--- config.mk ---
export PLATFORM = sky130hd
export DESIGN_NAME = mouse_protocol_responder
export DESIGN_NICKNAME = d
export VERILOG_FILES = /design/src/rtl/core/mpr_pkg.sv /design/src/rtl/core/mpr_decode.sv /design/src/rtl/core/mouse_protocol_responder.sv
export VERILOG_INCLUDE_DIRS = /design/src /design/src/rtl/core
export SDC_FILE = /design/constraint.sdc
export NUM_CORES = 1
export LEC_CHECK = 0
export ABC_AREA = 1
export CORE_ASPECT_RATIO = 0.9
export CORE_MARGIN = 3
export CORE_UTILIZATION = 45
export CTS_CLUSTER_SIZE = 28
export DETAILED_ROUTE_END_ITERATION = 10
export DONT_BUFFER_PORTS = 1
export PLACE_DENSITY = 0.6
export SETUP_SLACK_MARGIN = 0.05
export SYNTH_ARGS = -nofsm -noshare
export SYNTH_HDL_FRONTEND = slang
export SYNTH_SLANG_ARGS = --single-unit
--- constraint.sdc ---
create_clock -name clk -period 2.6 [get_ports clk]
set_input_delay 0.39 -clock clk [delete_from_list [all_inputs] [get_ports clk]]
set_output_delay 0.39 -clock clk [all_outputs]
set_load 0.05 [all_outputs]
--- src/rtl/core/mouse_protocol_responder_macros.svh ---
// Assertion macros shared by the mouse protocol responder RTL.
`ifndef MOUSE_PROTOCOL_RESPONDER_MACROS_SVH
`define MOUSE_PROTOCOL_RESPONDER_MACROS_SVH

// Same-cycle implication, disabled during reset.
`define MPR_ASSERT_NOW(label, clk, rst_n, ante, cons) \
  label: assert property (@(posedge clk) disable iff (!rst_n) (ante) |-> (cons)) \
    else $error("mouse responder check failed");

// Next-cycle implication, disabled during reset.
`define MPR_ASSERT_NEXT(label, clk, rst_n, ante, cons) \
  label: assert property (@(posedge clk) disable iff (!rst_n) (ante) |=> (cons)) \
    else $error("mouse responder check failed");

`endif

--- src/rtl/core/mpr_pkg.sv ---
// Types, command codes and reply constants for the mouse protocol responder.
package mpr_pkg;

  // Parameter awaited after a set command
  typedef enum logic [1:0] {
    PEND_NONE = 2'd0,
    PEND_RATE = 2'd1,
    PEND_MODE = 2'd2,
    PEND_RES  = 2'd3
  } pend_t;

  // Host commands
  localparam logic [7:0] CMD_RESET       = 8'h01;
  localparam logic [7:0] CMD_READ_CONFIG = 8'h06;
  localparam logic [7:0] CMD_ENABLE      = 8'h08;
  localparam logic [7:0] CMD_DISABLE     = 8'h09;
  localparam logic [7:0] CMD_WRAP_ON     = 8'h0E;
  localparam logic [7:0] CMD_WRAP_OFF    = 8'h0F;
  localparam logic [7:0] CMD_LINEAR      = 8'h6C;
  localparam logic [7:0] CMD_READ_STATUS = 8'h73;
  localparam logic [7:0] CMD_EXP         = 8'h78;
  localparam logic [7:0] CMD_SET_RES     = 8'h89;
  localparam logic [7:0] CMD_SET_RATE    = 8'h8A;
  localparam logic [7:0] CMD_SET_MODE    = 8'h8D;

  // Reply bytes
  localparam logic [7:0] REPORT_ID     = 8'h0B;
  localparam logic [7:0] STATUS_ID     = 8'h61;
  localparam logic [7:0] RESET_ID      = 8'hFF;
  localparam logic [7:0] RESET_TYPE    = 8'h08;
  localparam logic [7:0] CONFIG_ID     = 8'h20;
  localparam logic [7:0] FLAGS_BASE    = 8'h04;
  localparam logic [7:0] MODE_ARG_REMOTE = 8'h03;

  // Reset values of rate and resolution
  localparam logic [7:0] RESET_RES  = 8'd100;
  localparam logic [7:0] RESET_RATE = 8'd100;

  localparam int unsigned REPLY_LEN = 4;
  localparam logic [1:0]  LAST_IDX  = 2'(REPLY_LEN - 1);

  typedef struct packed {
    logic              kind;
    logic [7:0]        command_byte;
    logic [2:0]        buttons;
    logic signed [7:0] delta_x;
    logic signed [7:0] delta_y;
  } in_item_t;

  typedef struct packed {
    logic [7:0] reply_byte;
    logic       last_byte;
  } out_item_t;

  typedef struct packed {
    pend_t      pending_param;
    logic       reports_enabled;
    logic       exp_scaling;
    logic       remote_mode;
    logic [7:0] resolution_value;
    logic [7:0] rate_value;
  } mouse_state_t;

  // Decode result for one request: next settings and optional reply
  typedef struct packed {
    mouse_state_t              state;
    logic                      reply;
    logic [REPLY_LEN-1:0][7:0] bytes;
  } decode_t;

endpackage

--- src/rtl/core/mpr_decode.sv ---
// Command and motion decode: next mouse settings and the four-byte reply.
module mpr_decode
  import mpr_pkg::*;
(
  input  in_item_t     item,
  input  mouse_state_t cur,
  output decode_t      dec
);

  logic [7:0] flags;
  logic [7:0] motion_status;

  // Build the status flags and the motion status byte
  always_comb begin
    flags = FLAGS_BASE
          | (cur.reports_enabled ? 8'h00 : 8'h20)
          | (cur.exp_scaling     ? 8'h10 : 8'h00)
          | (cur.remote_mode     ? 8'h08 : 8'h00);
    motion_status = {item.buttons[1], item.buttons[2], item.buttons[0], 2'b00,
                     item.delta_x[7], item.delta_y[7], 1'b0};
  end

  // Decode the request
  always_comb begin
    dec       = '0;
    dec.state = cur;
    if (item.kind) begin
      // Motion report: send only while enabled, pending parameter kept
      if (cur.reports_enabled) begin
        dec.reply = 1'b1;
        dec.bytes = {item.delta_y, item.delta_x, motion_status, REPORT_ID};
      end
    end else begin
      dec.state.pending_param = PEND_NONE;
      case (item.command_byte)
        CMD_RESET: begin
          dec.state.reports_enabled = 1'b0;
          dec.reply = 1'b1;
          dec.bytes = {8'h00, 8'h00, RESET_TYPE, RESET_ID};
        end
        CMD_READ_CONFIG: begin
          dec.reply = 1'b1;
          dec.bytes = {8'h00, 8'h00, 8'h00, CONFIG_ID};
        end
        CMD_READ_STATUS: begin
          dec.reply = 1'b1;
          dec.bytes = {cur.rate_value, cur.resolution_value, flags, STATUS_ID};
        end
        CMD_ENABLE:   dec.state.reports_enabled = 1'b1;
        CMD_DISABLE:  dec.state.reports_enabled = 1'b0;
        CMD_WRAP_ON,
        CMD_WRAP_OFF: dec.state.pending_param = PEND_NONE;
        CMD_EXP:      dec.state.exp_scaling = 1'b1;
        CMD_LINEAR:   dec.state.exp_scaling = 1'b0;
        CMD_SET_RATE: dec.state.pending_param = PEND_RATE;
        CMD_SET_MODE: dec.state.pending_param = PEND_MODE;
        CMD_SET_RES:  dec.state.pending_param = PEND_RES;
        default: begin
          // Parameter byte for an earlier set command
          case (cur.pending_param)
            PEND_RATE: dec.state.rate_value = item.command_byte;
            PEND_MODE: dec.state.remote_mode = (item.command_byte == MODE_ARG_REMOTE);
            PEND_RES:  dec.state.resolution_value = item.command_byte;
            default:   dec.state.pending_param = PEND_NONE;
          endcase
        end
      endcase
    end
  end

endmodule

--- src/rtl/core/mouse_protocol_responder.sv ---
// Mouse protocol responder top level: settings, reply buffer and byte output.
// The first reply byte is offered in the cycle after its request is accepted.
// A reply's four bytes leave the output one byte per cycle while out_stall is low.
// Requests that give no reply are accepted every cycle, also while a reply drains.
// A replying request is taken in the cycle the previous reply's last byte leaves.
// Synchronous active-low reset restores default settings and empties the buffer.
`include "mouse_protocol_responder_macros.svh"
module mouse_protocol_responder
  import mpr_pkg::*;
(
  input  logic      clk,
  input  logic      rst_n,
  input  logic      in_valid,
  output logic      in_stall,
  input  in_item_t  in_data,
  output logic      out_valid,
  input  logic      out_stall,
  output out_item_t out_data
);

  mouse_state_t              state_r;
  decode_t                   dec;
  logic [REPLY_LEN-1:0][7:0] reply_r;
  logic [1:0]                idx_r;
  logic                      busy_r;
  logic                      out_take;
  logic                      last_take;
  logic                      in_take;

  mpr_decode u_decode (
    .item (in_data),
    .cur  (state_r),
    .dec  (dec)
  );

  // Hold back only replying requests while a reply is still draining
  always_comb begin
    out_take  = busy_r && !out_stall;
    last_take = out_take && (idx_r == LAST_IDX);
    in_stall  = busy_r && !last_take && dec.reply;
    in_take   = in_valid && !in_stall;
  end

  // Advance settings on every accepted request
  always_ff @(posedge clk) begin
    if (!rst_n) begin
      state_r.pending_param    <= PEND_NONE;
      state_r.reports_enabled  <= 1'b1;
      state_r.exp_scaling      <= 1'b0;
      state_r.remote_mode      <= 1'b0;
      state_r.resolution_value <= RESET_RES;
      state_r.rate_value       <= RESET_RATE;
    end else if (in_take) begin
      state_r <= dec.state;
    end
  end

  // Load the reply buffer and step through its bytes
  always_ff @(posedge clk) begin
    if (!rst_n) begin
      busy_r <= 1'b0;
      idx_r  <= '0;
    end else if (in_take && dec.reply) begin
      busy_r <= 1'b1;
      idx_r  <= '0;
    end else if (out_take) begin
      if (idx_r == LAST_IDX) begin
        busy_r <= 1'b0;
      end
      idx_r <= idx_r + 2'd1;
    end
  end

  always_ff @(posedge clk) begin
    if (in_take && dec.reply) begin
      reply_r <= dec.bytes;
    end
  end

  // Drive the current byte
  always_comb begin
    out_valid           = busy_r;
    out_data.reply_byte = reply_r[idx_r];
    out_data.last_byte  = (idx_r == LAST_IDX);
  end

  `MPR_ASSERT_NEXT(a_reply_starts, clk, rst_n, in_take && dec.reply, busy_r && (idx_r == '0))
  `MPR_ASSERT_NOW(a_no_overwrite, clk, rst_n, in_take && dec.reply && busy_r, last_take)
  `MPR_ASSERT_NEXT(a_drain_ends, clk, rst_n, last_take && !(in_take && dec.reply), !busy_r)
  `MPR_ASSERT_NEXT(a_stall_holds, clk, rst_n, busy_r && out_stall, busy_r && $stable(idx_r))

endmodule

After elaboration in Yosys (flattened, before gate mapping)
Cells that the tools add are included.
Word-level totals
  register bits after elaboration: 56
  bits in latches: 0
  bits in writable memories: 0
  ROM bits: 0
  input port bits: 32
  output and inout port bits: 11
  logic and storage cells: 73
  memories: 0
Cells by class
  add/subtract/negate cells: 1
  $mul: 0
  div/mod/pow operators: 0
  magnitude comparators: 1
  eq/ne operators: 17
  shift operators: 0
  muxes and demuxes: 14
  bitwise operators: 5
  reduce and logical (&&, ||, !) cells: 23
Operators by type and width (number)
  case mux 33 bit (3 select lines): 1
  two-way mux 33 bit: 2
  == test 8 x 4 -> 1 bit, second input constant: 4
  == test 8 x 7 -> 1 bit, second input constant: 3
  == test 8 bit, second input constant: 3
  binary-select mux 8 bit (select 2 bit): 1
  OR 8 bit: 2
  AND reduction 4 bit: 3
  OR reduction 12 bit: 1
  == test 8 x 1 -> 1 bit, second input constant: 1
  == test 8 x 2 -> 1 bit, second input constant: 1
  == test 8 x 3 -> 1 bit, second input constant: 1
  two-way mux 8 bit: 1
  nonzero test 2 bit: 4
  == test 2 bit, second input constant: 3
  logical AND 1 bit: 6
  two-way mux 6 bit: 1
  case mux 2 bit (3 select lines): 1
  AND reduction 3 bit: 2
  two-way mux 5 bit: 1
  two-way mux 4 bit: 1
  case mux 1 bit (2 select lines): 2
  AND reduction 2 bit: 2
  OR reduction 2 bit: 2
  other kinds (6): 12

Logic depth before layout (Yosys ltp)
Gate-level depths: netlist of run 1.
  word-level depth: 11
  mapped depth: 13
  gate-level depth less buffers: 13

Modules after synthesis
A second synthesis of run 1 with hierarchy kept.
Unflattened totals
  cells, all modules: 493
  area total of the unflattened synthesis: 3474.6 um^2
Modules (own cells, without submodules)
  mouse_protocol_responder: times used 1, cells an instance 223, area an instance 2232.1 um^2, seq. area each 1441.4 um^2
  mpr_decode: times used 1, cells an instance 270, area an instance 1242.4 um^2, seq. area each 0.0 um^2

Worst setup path before layout of run 1
OpenSTA, ideal clock, no wires.
  path kind: register to register
  start: register idx_r[1]
  end: register reply_r[0] (netlist bit) (enable)
  library setup time: 0.383 ns
  arrival time: 2.037 ns
  required time: 2.217 ns
  slack: 0.180 ns
  stages on the path, launching flop included: 10
  path buffers: 0
  period minus slack after synthesis: 2.420 ns
  path through: dfxtp_1 > ha_1 > nand2_1 > nand2_1 > inv_1 > nand2_8 > nand2_8 > inv_2 > nand2_2 > inv_1
RTL lines
  start: declaration: RTL line mouse_protocol_responder.sv:24  | logic [1:0] idx_r;
  start signal: assignment: RTL line mouse_protocol_responder.sv:70  | idx_r <= idx_r + 2'd1;
  end signal: assignment: RTL line mouse_protocol_responder.sv:76  | reply_r <= dec.bytes;
  end: declaration: RTL line mouse_protocol_responder.sv:23  | logic [REPLY_LEN-1:0][7:0] reply_r;

==> out/results.tsv, run 1 <==
stage	metric	value	unit
sta	fin_crit	2.243	ns
setup_path	crit_chain	buf_4 > inv_1 > a21oi_1 > a22oi_1 > buf_4	
sta	tightestPinTransition	0.4442	ns
setup_path	end_kind	primary output	
die	io_pins	43	
logic_synthesis	synth.net_count	388	
setup_path	cpLargestDelayFamily	buffers and inverters	
detailed_routing	dr.pass1.iters	4	
die	die_area	7105	µm²
setup_path	cp-start-kind	flop	
logic_synthesis	synth-main-ff-cell	edfxtp_1	
logic_synthesis	synthTopCellsByCount	nand2_1, nor2_1, inv_1, edfxtp_1	
sta	rsz0062_at_grt	false	
logic_synthesis	synth_area	2758	µm²
clocking	cts_made_buffers	5	
global_routing	antenna_found_initial	0	
sta	fin_crit_sh	86.26	%
logic_synthesis	synth_area_leaders	edfxtp_1, dfxtp_1, nand2_1	
global_routing	grt_util_met1	25.45	%
setup_path	crit_cells	5	
global_routing	grt_pass1_vias	2194	
placed_design	placed_cell_area	2893	µm²
detailed_routing	ant_nets	0	
logic_synthesis	post_synth.cell_area_avg	7.768	µm²
sta	max_freq	445.9	MHz
placed_design	portBuffers	0	
placed_design	hpwl	4932	µm
final_layout	drive_above_1_share	13.70	%
pwr	p_leak	1.347	nW
clocking	htreeDepth	2	
logic_synthesis	synth-edff-count	28	
logic_synthesis	synth_most_common_cell	nand2_1	
detailed_routing	drtIter0Drc	109	
clocking	path_clk_slew	0.10	ns
setup_path	worst-r2r-cell-count	10	
placed_design	dp.cells	427	
global_routing	grt_busiest_layer	met2	
final_layout	syn2layout_area_growth	8.167	%
clocking	clkLatencyLatePin	0.31	ns
logic_synthesis	yosysTopAreaCell	edfxtp_1	
run_status	status	complete, no violations	
pwr	vdd_drop_max	0.2231	mV
clocking	cts_hold_buf	0	
global_routing	gr-total-overflow	0	
detailed_routing	via_per_inst	5.182	
final_layout	design_area	2983	µm²
global_routing	grt_max_degree	29	
global_routing	grt_pass1_wl	10530	µm
job	drv_cap	0	
detailed_routing	drcViolationCount	0	
setup_path	cpMostUsedCell	buf_4	
logic_synthesis	yosysTopAreaCellShare	30.49	%
sta	finalHoldViolations	0	
die	die_h	80.27	µm
sta	drv_slew	0	
detailed_routing	drt_wl_total	6479	µm
logic_synthesis	async_reset_ff_share	0	%
sta	finClkSkew	0.008587	ns
setup_path	max_stage_delay	0.37	ns
placed_design	gp_congestion	0.8783	
logic_synthesis	synthCells	355	
detailed_routing	via_count	2254	
logic_synthesis	synth_seq_cells	52	
setup_path	r2r_setup_slack	0.58	ns
logic_synthesis	ys_warn_count	0	
global_routing	grtUsageMet2	31.84	%
setup_path	crit_required	2.21	ns
pwr	total_power	1.613	mW
setup_path	cp-endpoint	out_data[5]	
sta	relSlewSlack	70.35	%
setup_path	r2r-start	idx_r[1]	
pwr	power_density	540.6	nW/µm²
die	dieWidth	88.52	µm
detailed_routing	post_drt_wl_per_cell	14.89	µm
die	num_rows	26	
setup_path	slowest_stage	a21oi_1	
clocking	ctsResizeCount	0	
global_routing	use_met3	4.410	%
die	start_util	47.62	%
setup_path	critPathMaxFanout	17	
final_layout	diodes	0	
sta	fin_tns_setup	0	ns
hold_path	hp-class	input pin to flop	
die	coreArea	5791	µm²
final_layout	layout.nets	397	
setup_path	critical_path_class	flop to primary output	
logic_synthesis	ys_seq_area_share	47.91	%
setup_path	crit_buf_inv	3	
setup_path	arrival	1.85	ns
clocking	post-cts-setup-buffers	0	
clocking	root_buffer	clkbuf_8	
sta	worst_hold_slack	0.1645	ns
clocking	cts.sinks	52	
setup_path	cp-startpoint	idx_r[0]	
setup_path	timing.rr.end	reply_r[26]	
clocking	cts_tree	done	
logic_synthesis	synth_cell_types	28	
clocking	clock_path_buffers	2	
sta	setup_viol	0	
global_routing	grt_use_total	19.41	%
final_layout	final_cells	435	
flip-flops by register name, indices dropped and copies added (netlist names):
signal,count
reply_r,28
state_r,21
idx_r,2
out_valid,1
routing by layer:
layer  up-vias  part of all wire (%)
li1       1162                     -
met2        62                    47
met5         -                     0
met1      1022                    48
met3         8                   3.7
met4         0                   1.4
cell type report:
class                   instances  area, µm²
fillers                       590       2808
flip-flops and latches         52       1321
multi-input cells             242       1199
inverters                      50      187.7
repair buffers                 13      97.59
well taps                      70      87.58
clock buffers                   5      68.82
clock inverters                 3      21.27
cell usage in the layout (no fill, tap or decap), drive strengths merged:
| master | instances |
|---|---|
| clkbuf | 5 |
| xor2 | 1 |
| o22ai | 3 |
| o21ai | 24 |
| a22oi | 5 |
| a21oi | 12 |
| clkinv | 2 |
| nor2 | 60 |
| nand4 | 15 |
| clkinvlp | 1 |
| dfxtp | 24 |
| buf | 13 |
| nand2 | 103 |
| o21bai | 1 |
| o21a | 1 |
| inv | 50 |
| edfxtp | 28 |
| nand3b | 1 |
| nand3 | 15 |
| ha | 1 |
power breakdown:
part	internal (mW)	switching [mW]	total, mW
clock network	0.192	0.284	0.475
logic	0.0648	0.163	0.227
registers	0.898	0.0117	0.910
through the flow:
stage                     worst slack [ns]  utilization [%]
final                               0.3572            51.51
after CTS                           0.3399            51.51
after global routing                0.2291            51.51
after floorplan                     0.1799                -
after global placement              0.5973            49.96
after detailed placement            0.5577            49.96
kinds of logic (layout without fill, tap and decap cells):
logic type	count (synthesis)	after routing	synth area share (%)
AOI/OAI and AO/OA	46	46	9.120
xor gates and xnor gates	1	1	0.3177
adders and majority gates	1	1	0.4536
buffers and inverters	61	71	8.621
DFF	52	52	47.91
and+or+nand+nor	194	194	33.58
worst min-delay path by stage:
stage	startpoint	endpoint	depth (start not counted)
after floorplan	state_r[10]	state_r[10]	2
after global placement	state_r[6]	state_r[6]	2
after detailed placement	state_r[2]	state_r[2]	2
after CTS	rst_n	state_r[18]	1
after global routing	rst_n	state_r[18]	1
final	rst_n	state_r[18]	1
No activity file was read; power rests on OpenSTA's default activity.
==> inputs of run 2 (changes only) <==
SYNTH_HIERARCHICAL = 1   (was unset)
==> out/results.tsv, run 2 <==
stage	metric	value	unit	change
pwr	intPower	1.308	mW	+13%
run_status	status	complete, no violations		
pwr	p_leak	1.805	nW	+34%
global_routing	grt_use_total	18.34	%	-1.1 points
logic_synthesis	synth-main-ff-cell	edfxtp_1		
logic_synthesis	ys_warn_count	6		+6
global_routing	gr-total-overflow	0		unchanged
sta	fin_crit_sh	82.39	%	-3.9 points
logic_synthesis	synth_area_leaders	edfxtp_1, dfxtp_1, nand2_1		
global_routing	antenna_found_initial	0		unchanged
pwr	pwr-share-clk	25.8	%	-3.7 points
global_routing	grt_pass1_wl	12800	µm	+22%
detailed_routing	post_drt_wl_per_cell	13.24	µm	-11%
sta	drv_slew	0		unchanged
detailed_routing	drcViolationCount	0		unchanged
clocking	post-cts-setup-buffers	0		unchanged
sta	fin_crit	2.142	ns	-0.1008 ns
setup_path	arrival	1.75	ns	-0.10 ns
clocking	path_clk_slew	0.10	ns	about the same
sta	tightestPinTransition	0.5664	ns	+0.1221 ns
die	num_rows	29		+12%
logic_synthesis	synth-edff-count	32		+14%
placed_design	hpwl	5671	µm	+15%
logic_synthesis	synthCells	493		+39%
clocking	ctsResizeCount	0		unchanged
placed_design	portBuffers	0		unchanged
clocking	htreeDepth	2		unchanged
die	coreArea	7257	µm²	+25%
placed_design	placed_cell_area	3548	µm²	+23%
setup_path	cp-start-kind	flop		
pwr	vdd_drop_max	0.1989	mV	-11%
clocking	cts_hold_buf	0		unchanged
die	io_pins	43		unchanged
pwr	seq_power_share	54.6	%	-1.8 points
final_layout	diodes	0		unchanged
sta	finalHoldViolations	0		unchanged
setup_path	crit_required	2.21	ns	about the same
final_layout	layout_commonest_cell	nand2_1		
global_routing	grt_max_degree	38		+31%
logic_synthesis	synthTopCellsByCount	nand2_1, inv_1, o21ai_0, nor2_1, nand3_1		
job	drv_cap	0		unchanged
logic_synthesis	yosysTopAreaCell	edfxtp_1		
detailed_routing	via_per_inst	4.923		-5.0%
logic_synthesis	ys_seq_area_share	41.48	%	-6.4 points
global_routing	grt_pass1_vias	2604		+19%
logic_synthesis	synth_cell_types	24		-14%
logic_synthesis	synth_seq_cells	56		+7.7%
sta	rsz0062_at_grt	false		
clocking	root_buffer	clkbuf_8		
die	die_area	8813	µm²	+24%
setup_path	critPathMaxFanout	17		unchanged
logic_synthesis	synth_most_common_cell	nand2_1		
logic_synthesis	synth_area	3475	µm²	+26%
final_layout	fillers	732		+24%
detailed_routing	ant_nets	0		unchanged
sta	relSlewSlack	62.20	%	-8.2 points
final_layout	top_regs	reply_r (32), state_r (21), idx_r (2)		
final_layout	final_cells	583		+34%
clocking	clkLatencyLatePin	0.31	ns	about the same
pwr	power_density	513.7	nW/µm²	-5.0%
detailed_routing	dr.pass1.iters	5		+1
logic_synthesis	yosysTopAreaCellShare	27.66	%	-2.8 points
pwr	combinationalPowerShare	19.5	%	+5.4 points
sta	setup_viol	0		unchanged
placed_design	dp.cells	575		+35%
final_layout	design_area	3637	µm²	+22%
final_layout	layout.nets	522		+31%
die	die_h	89.36	µm	+11%
clocking	cts_made_buffers	5		unchanged
final_layout	syn2layout_area_growth	4.681	%	
setup_path	end_kind	primary output		
clocking	cts_tree	done		
setup_path	critical_path_class	flop to primary output		
clocking	clock_path_buffers	2		unchanged
sta	finClkSkew	0.008720	ns	+0.0001325 ns
die	dieWidth	98.63	µm	+11%
detailed_routing	via_count	2870		+27%
detailed_routing	drtIter0Drc	149		+37%
logic_synthesis	synth.net_count	526		+36%
placed_design	gp_congestion	0.9432		+7.4%
pwr	p_sw	0.5607	mW	+22%
final_layout	top_register	reply_r		
logic_synthesis	async_reset_ff_share	0	%	unchanged
final_layout	drive_above_1_share	10.82	%	-2.9 points
setup_path	r2r_setup_slack	0.87	ns	+0.29 ns
sta	max_freq	466.8	MHz	+4.7%
pwr	swShare	30.01	%	+1.6 points
hold_path	hp-class	input pin to flop		
clocking	cts.sinks	56		+7.7%
final_layout	mostFrequentLayoutCells	nand2_1, inv_1, o21ai_0		
sta	fin_tns_setup	0	ns	unchanged
detailed_routing	drt_wl_total	7717	µm	+19%
die	start_util	47.88	%	+0.26 points
logic_synthesis	post_synth.cell_area_avg	7.048	µm²	-9.3%
final_layout	largest_reg_flops	32		+14%
-- run 2: changes by cell type in the layout (fill, tap and decap cells not counted), moves of 3 or more --
cell      change
inv_1        +39
o21ai_0      +31
nand3_4       +3
o22ai_1       +6
nand3_1      +37
nand2_1      +23
nor2_4        -6
nor2_2        -3
nand4_1      -15
edfxtp_1      +4
a22oi_1       -5
nand2_2      +10
-- run 2: layout make-up --
type / instances / area (µm²) / area share, %
multi-input combinational: 323 / 1539 / 42.31
sequential: 56 / 1441 / 39.63
inverter: 89 / 334.1 / 9.185
timing repair buffer: 14 / 117.6 / 3.234
tap: 93 / 116.4 / 3.199
clock buffer: 6 / 72.57 / 1.995
clock inverter: 2 / 16.27 / 0.4472
-- run 2: routing by layer --
metal	GRT usage [%]	part of all wire, %	vias to the layer above
li1	-	-	1537
met5	0	0	-
met4	4.467	0.98	0
met2	29.34	44	58
met1	25.57	50	1267
met3	4.056	4.9	8
-- run 2: path summary, 6_finish.rpt --
| kind | start | to | depth (start not counted) |
|---|---|---|---|
| hold / removal | rst_n | state_r[10] | 1 |
| hold reg to reg | state_r[5] | state_r[5] | 2 |
| setup reg to reg | idx_r[1] | reply_r[3] | 6 |
| setup / recovery | idx_r[0] | out_data[4] | 5 |
-- run 2: metrics by stage --
| step | setup WS [ns] | hold slack, ns | total power [mW] | utilization (%) |
|---|---|---|---|---|
| CTS | 0.4444 | 0.1535 | 1.880 | 50.12 |
| global route | 0.2610 | 0.1457 | 1.985 | 50.12 |
| floorplan | 0.3402 | 0.4510 | 1.344 | - |
| detailed placement | 0.5739 | 0.4781 | 1.407 | 48.90 |
| global placement | 0.6183 | 0.4683 | 1.404 | 48.90 |
| finish | 0.4580 | 0.1644 | 1.869 | 50.12 |
-- run 2: cells by family (layout without fill, tap and decap cells) --
family | Yosys count | count (layout) | share of synthesized area (%)
and+or+nand+nor | 242 | 242 | 31.98
adders and majority gates | 1 | 1 | 0.3600
other | 1 | 1 | 0.1079
buffers and inverters | 114 | 111 | 14.22
AOI/OAI and AO/OA | 78 | 78 | 11.60
xor gates and xnor gates | 1 | 1 | 0.2521
DFF | 56 | 56 | 41.48
-- run 2: worst max-delay path: stages, from the launching register on --
cell and delay [ns]:
dfxtp_1 0.34, buf_4 0.19, inv_1 0.36, o21ai_0 0.14, o22ai_1 0.17, buf_4 0.23
-- run 2: power by group through the flow --
stage	Sequential (mW)	Combinational (mW)	Clock (mW)
2_1_floorplan	1.04	0.308	0
3_3_place_gp	1.04	0.364	0
3_5_place_dp	1.04	0.366	0
4_1_cts	1.02	0.367	0.492
5_1_grt	1.03	0.421	0.538
6_report	1.02	0.365	0.483
==> inputs of run 3 (changes only) <==
clock period = 2.15 ns   (was 2.6 ns; I/O delays follow)
==> out/results.tsv, run 3 (synthesized netlist as in run 2, its figures left out) <==
stage	metric	value	unit	change
run_status	status	complete, no violations		
sta	rsz0062_at_grt	false		
sta	tightestPinTransition	0.5915	ns	+0.02512 ns
global_routing	grt_pass1_vias	2771		+6.4%
sta	fin_crit	1.972	ns	
detailed_routing	drcViolationCount	0		unchanged
setup_path	end_kind	primary output		
setup_path	cp-startpoint	idx_r[0]		
global_routing	grt_pass1_wl	13700	µm	+7.0%
detailed_routing	drtIter0Drc	204		+37%
final_layout	final_cells	588		+0.86%
clocking	clkLatencyLatePin	0.30	ns	about the same
setup_path	timing.rr.end	reply_r[23]		
final_layout	top_regs	reply_r (32), state_r (21), idx_r (2)		
global_routing	grt_use_total	19.38	%	+1.0 points
die	io_pins	43		unchanged
sta	relSlewSlack	60.52	%	-1.7 points
final_layout	mostFrequentLayoutCells	nand2_1, inv_1, o21ai_0		
detailed_routing	dr.pass1.iters	4		-1
final_layout	syn2layout_area_growth	6.734	%	
setup_path	cp-endpoint	out_data[7]		
setup_path	worst-r2r-cell-count	6		unchanged
final_layout	layout_commonest_cell	nand2_1		
setup_path	arrival	1.65	ns	-0.10 ns
die	coreArea	7257	µm²	unchanged
placed_design	gp_congestion	0.8967		-4.9%
detailed_routing	drt_wl_total	8198	µm	+6.2%
hold_path	hold_path_depth	1		unchanged
sta	drv_slew	0		unchanged
final_layout	top_register	reply_r		
setup_path	r2r-start	idx_r[0]		
clocking	clock_path_buffers	2		unchanged
final_layout	design_area	3709	µm²	+2.0%
setup_path	critPathMaxFanout	17		unchanged
placed_design	portBuffers	0		unchanged
sta	finalHoldViolations	0		unchanged
clocking	htreeDepth	2		unchanged
final_layout	multi_input_comb_area	1539	µm²	unchanged
pwr	power_density	645.7	nW/µm²	+26%
sta	setup_viol	0		unchanged
setup_path	cp-start-kind	flop		
final_layout	layout.nets	527		+0.96%
pwr	vdd_drop_max	0.2731	mV	+37%
placed_design	placed_cell_area	3575	µm²	+0.74%
hold_path	hp-class	input pin to flop		
sta	max_freq	507.1	MHz	
clocking	cts.sinks	56		unchanged
clocking	root_buffer	clkbuf_8		
global_routing	grt_max_degree	38		unchanged
final_layout	drive_above_1_share	12.12	%	+1.3 points
setup_path	r2r_setup_slack	0.52	ns	-0.35 ns
setup_path	critical_path_class	flop to primary output		
die	dieWidth	98.63	µm	unchanged
die	num_rows	29		unchanged
global_routing	antenna_found_initial	0		unchanged
detailed_routing	post_drt_wl_per_cell	13.94	µm	+5.3%
final_layout	seq_area	1441	µm²	unchanged
sta	fin_crit_sh	91.71	%	
clocking	cts_made_buffers	5		unchanged
clocking	path_clk_slew	0.10	ns	about the same
pwr	p_leak	1.835	nW	+1.7%
sta	finClkSkew	0.005536	ns	-0.003184 ns
detailed_routing	via_count	3007		+4.8%
final_layout	largest_reg_flops	32		unchanged
detailed_routing	via_per_inst	5.114		+3.9%
job	drv_cap	0		unchanged
clocking	cts_tree	done		
global_routing	gr-total-overflow	0		unchanged
placed_design	hpwl	6002	µm	+5.8%
die	start_util	47.88	%	unchanged
pwr	total_power	2.395	mW	+28%
placed_design	dp.cells	578		+0.52%
sta	fin_tns_setup	0	ns	unchanged
final_layout	diodes	0		unchanged
die	die_h	89.36	µm	unchanged
detailed_routing	ant_nets	0		unchanged
die	die_area	8813	µm²	unchanged
setup_path	crit_required	1.83	ns	-0.38 ns
clocking	cts_hold_buf	0		unchanged
final_layout	fillers	733		+0.14%
-- run 3: worst max-delay path, cell delays in order (launching register included) --
cell	delay (ns)
dfxtp_1	0.40
buf_6	0.20
clkinvlp_4	0.10
buf_4	0.17
o21ai_0	0.18
o22ai_1	0.10
buf_4	0.19
-- run 3: where the power goes --
group	switching [mW]	internal [mW]	total (mW)
sequential	0.0378	1.20	1.24
combinational	0.300	0.157	0.457
clock	0.348	0.353	0.701
total	0.686	1.71	2.39
-- run 3: cell type report --
class,instances,share of cell area (%)
multi-input cells,323,41.50
flip-flops and latches,56,38.87
inverters,89,9.211
repair buffers,19,4.285
well taps,93,3.138
clock buffers,6,1.957
clock inverters,2,1.046
-- run 3: metrics by stage --
| stage | setup WS [ns] | hold WS, ns | util, % |
|---|---|---|---|
| detailed placement | 0.1298 | 0.4167 | 49.26 |
| floorplan | 0.1769 | 0.4432 | - |
| finish | 0.1782 | 0.1006 | 51.10 |
| global route | 0.04991 | 0.08110 | 51.10 |
| global placement | 0.1929 | 0.4148 | 49.26 |
| CTS | 0.08400 | 0.09020 | 50.79 |
-- run 3: worst min-delay path by stage --
| stage | startpoint | end | slack [ns] |
|---|---|---|---|
| global route | rst_n | state_r[10] | 0.08 |
| global placement | rst_n | state_r[10] | 0.41 |
| floorplan | rst_n | state_r[15] | 0.44 |
| finish | rst_n | state_r[6] | 0.10 |
| CTS | rst_n | state_r[6] | 0.09 |
| detailed placement | rst_n | state_r[6] | 0.42 |
-- run 3: metal layers --
metal | routed length [µm] | up-vias | global-route usage (%)
li1 | - | 1550 | -
met1 | 3913 | 1392 | 26.20
met2 | 3874 | 61 | 33.21
met3 | 347 | 4 | 3.120
met4 | 62 | 0 | 4.218
met5 | 0 | - | 0
-- run 3: what timing repair did --
| action | 4_1_cts | 5_1_grt |
|---|---|---|
| endpoints found under the setup margin | 0 | 8 |
| buffers inserted | 0 | 2 |
| gates resized for setup | 0 | 2 |
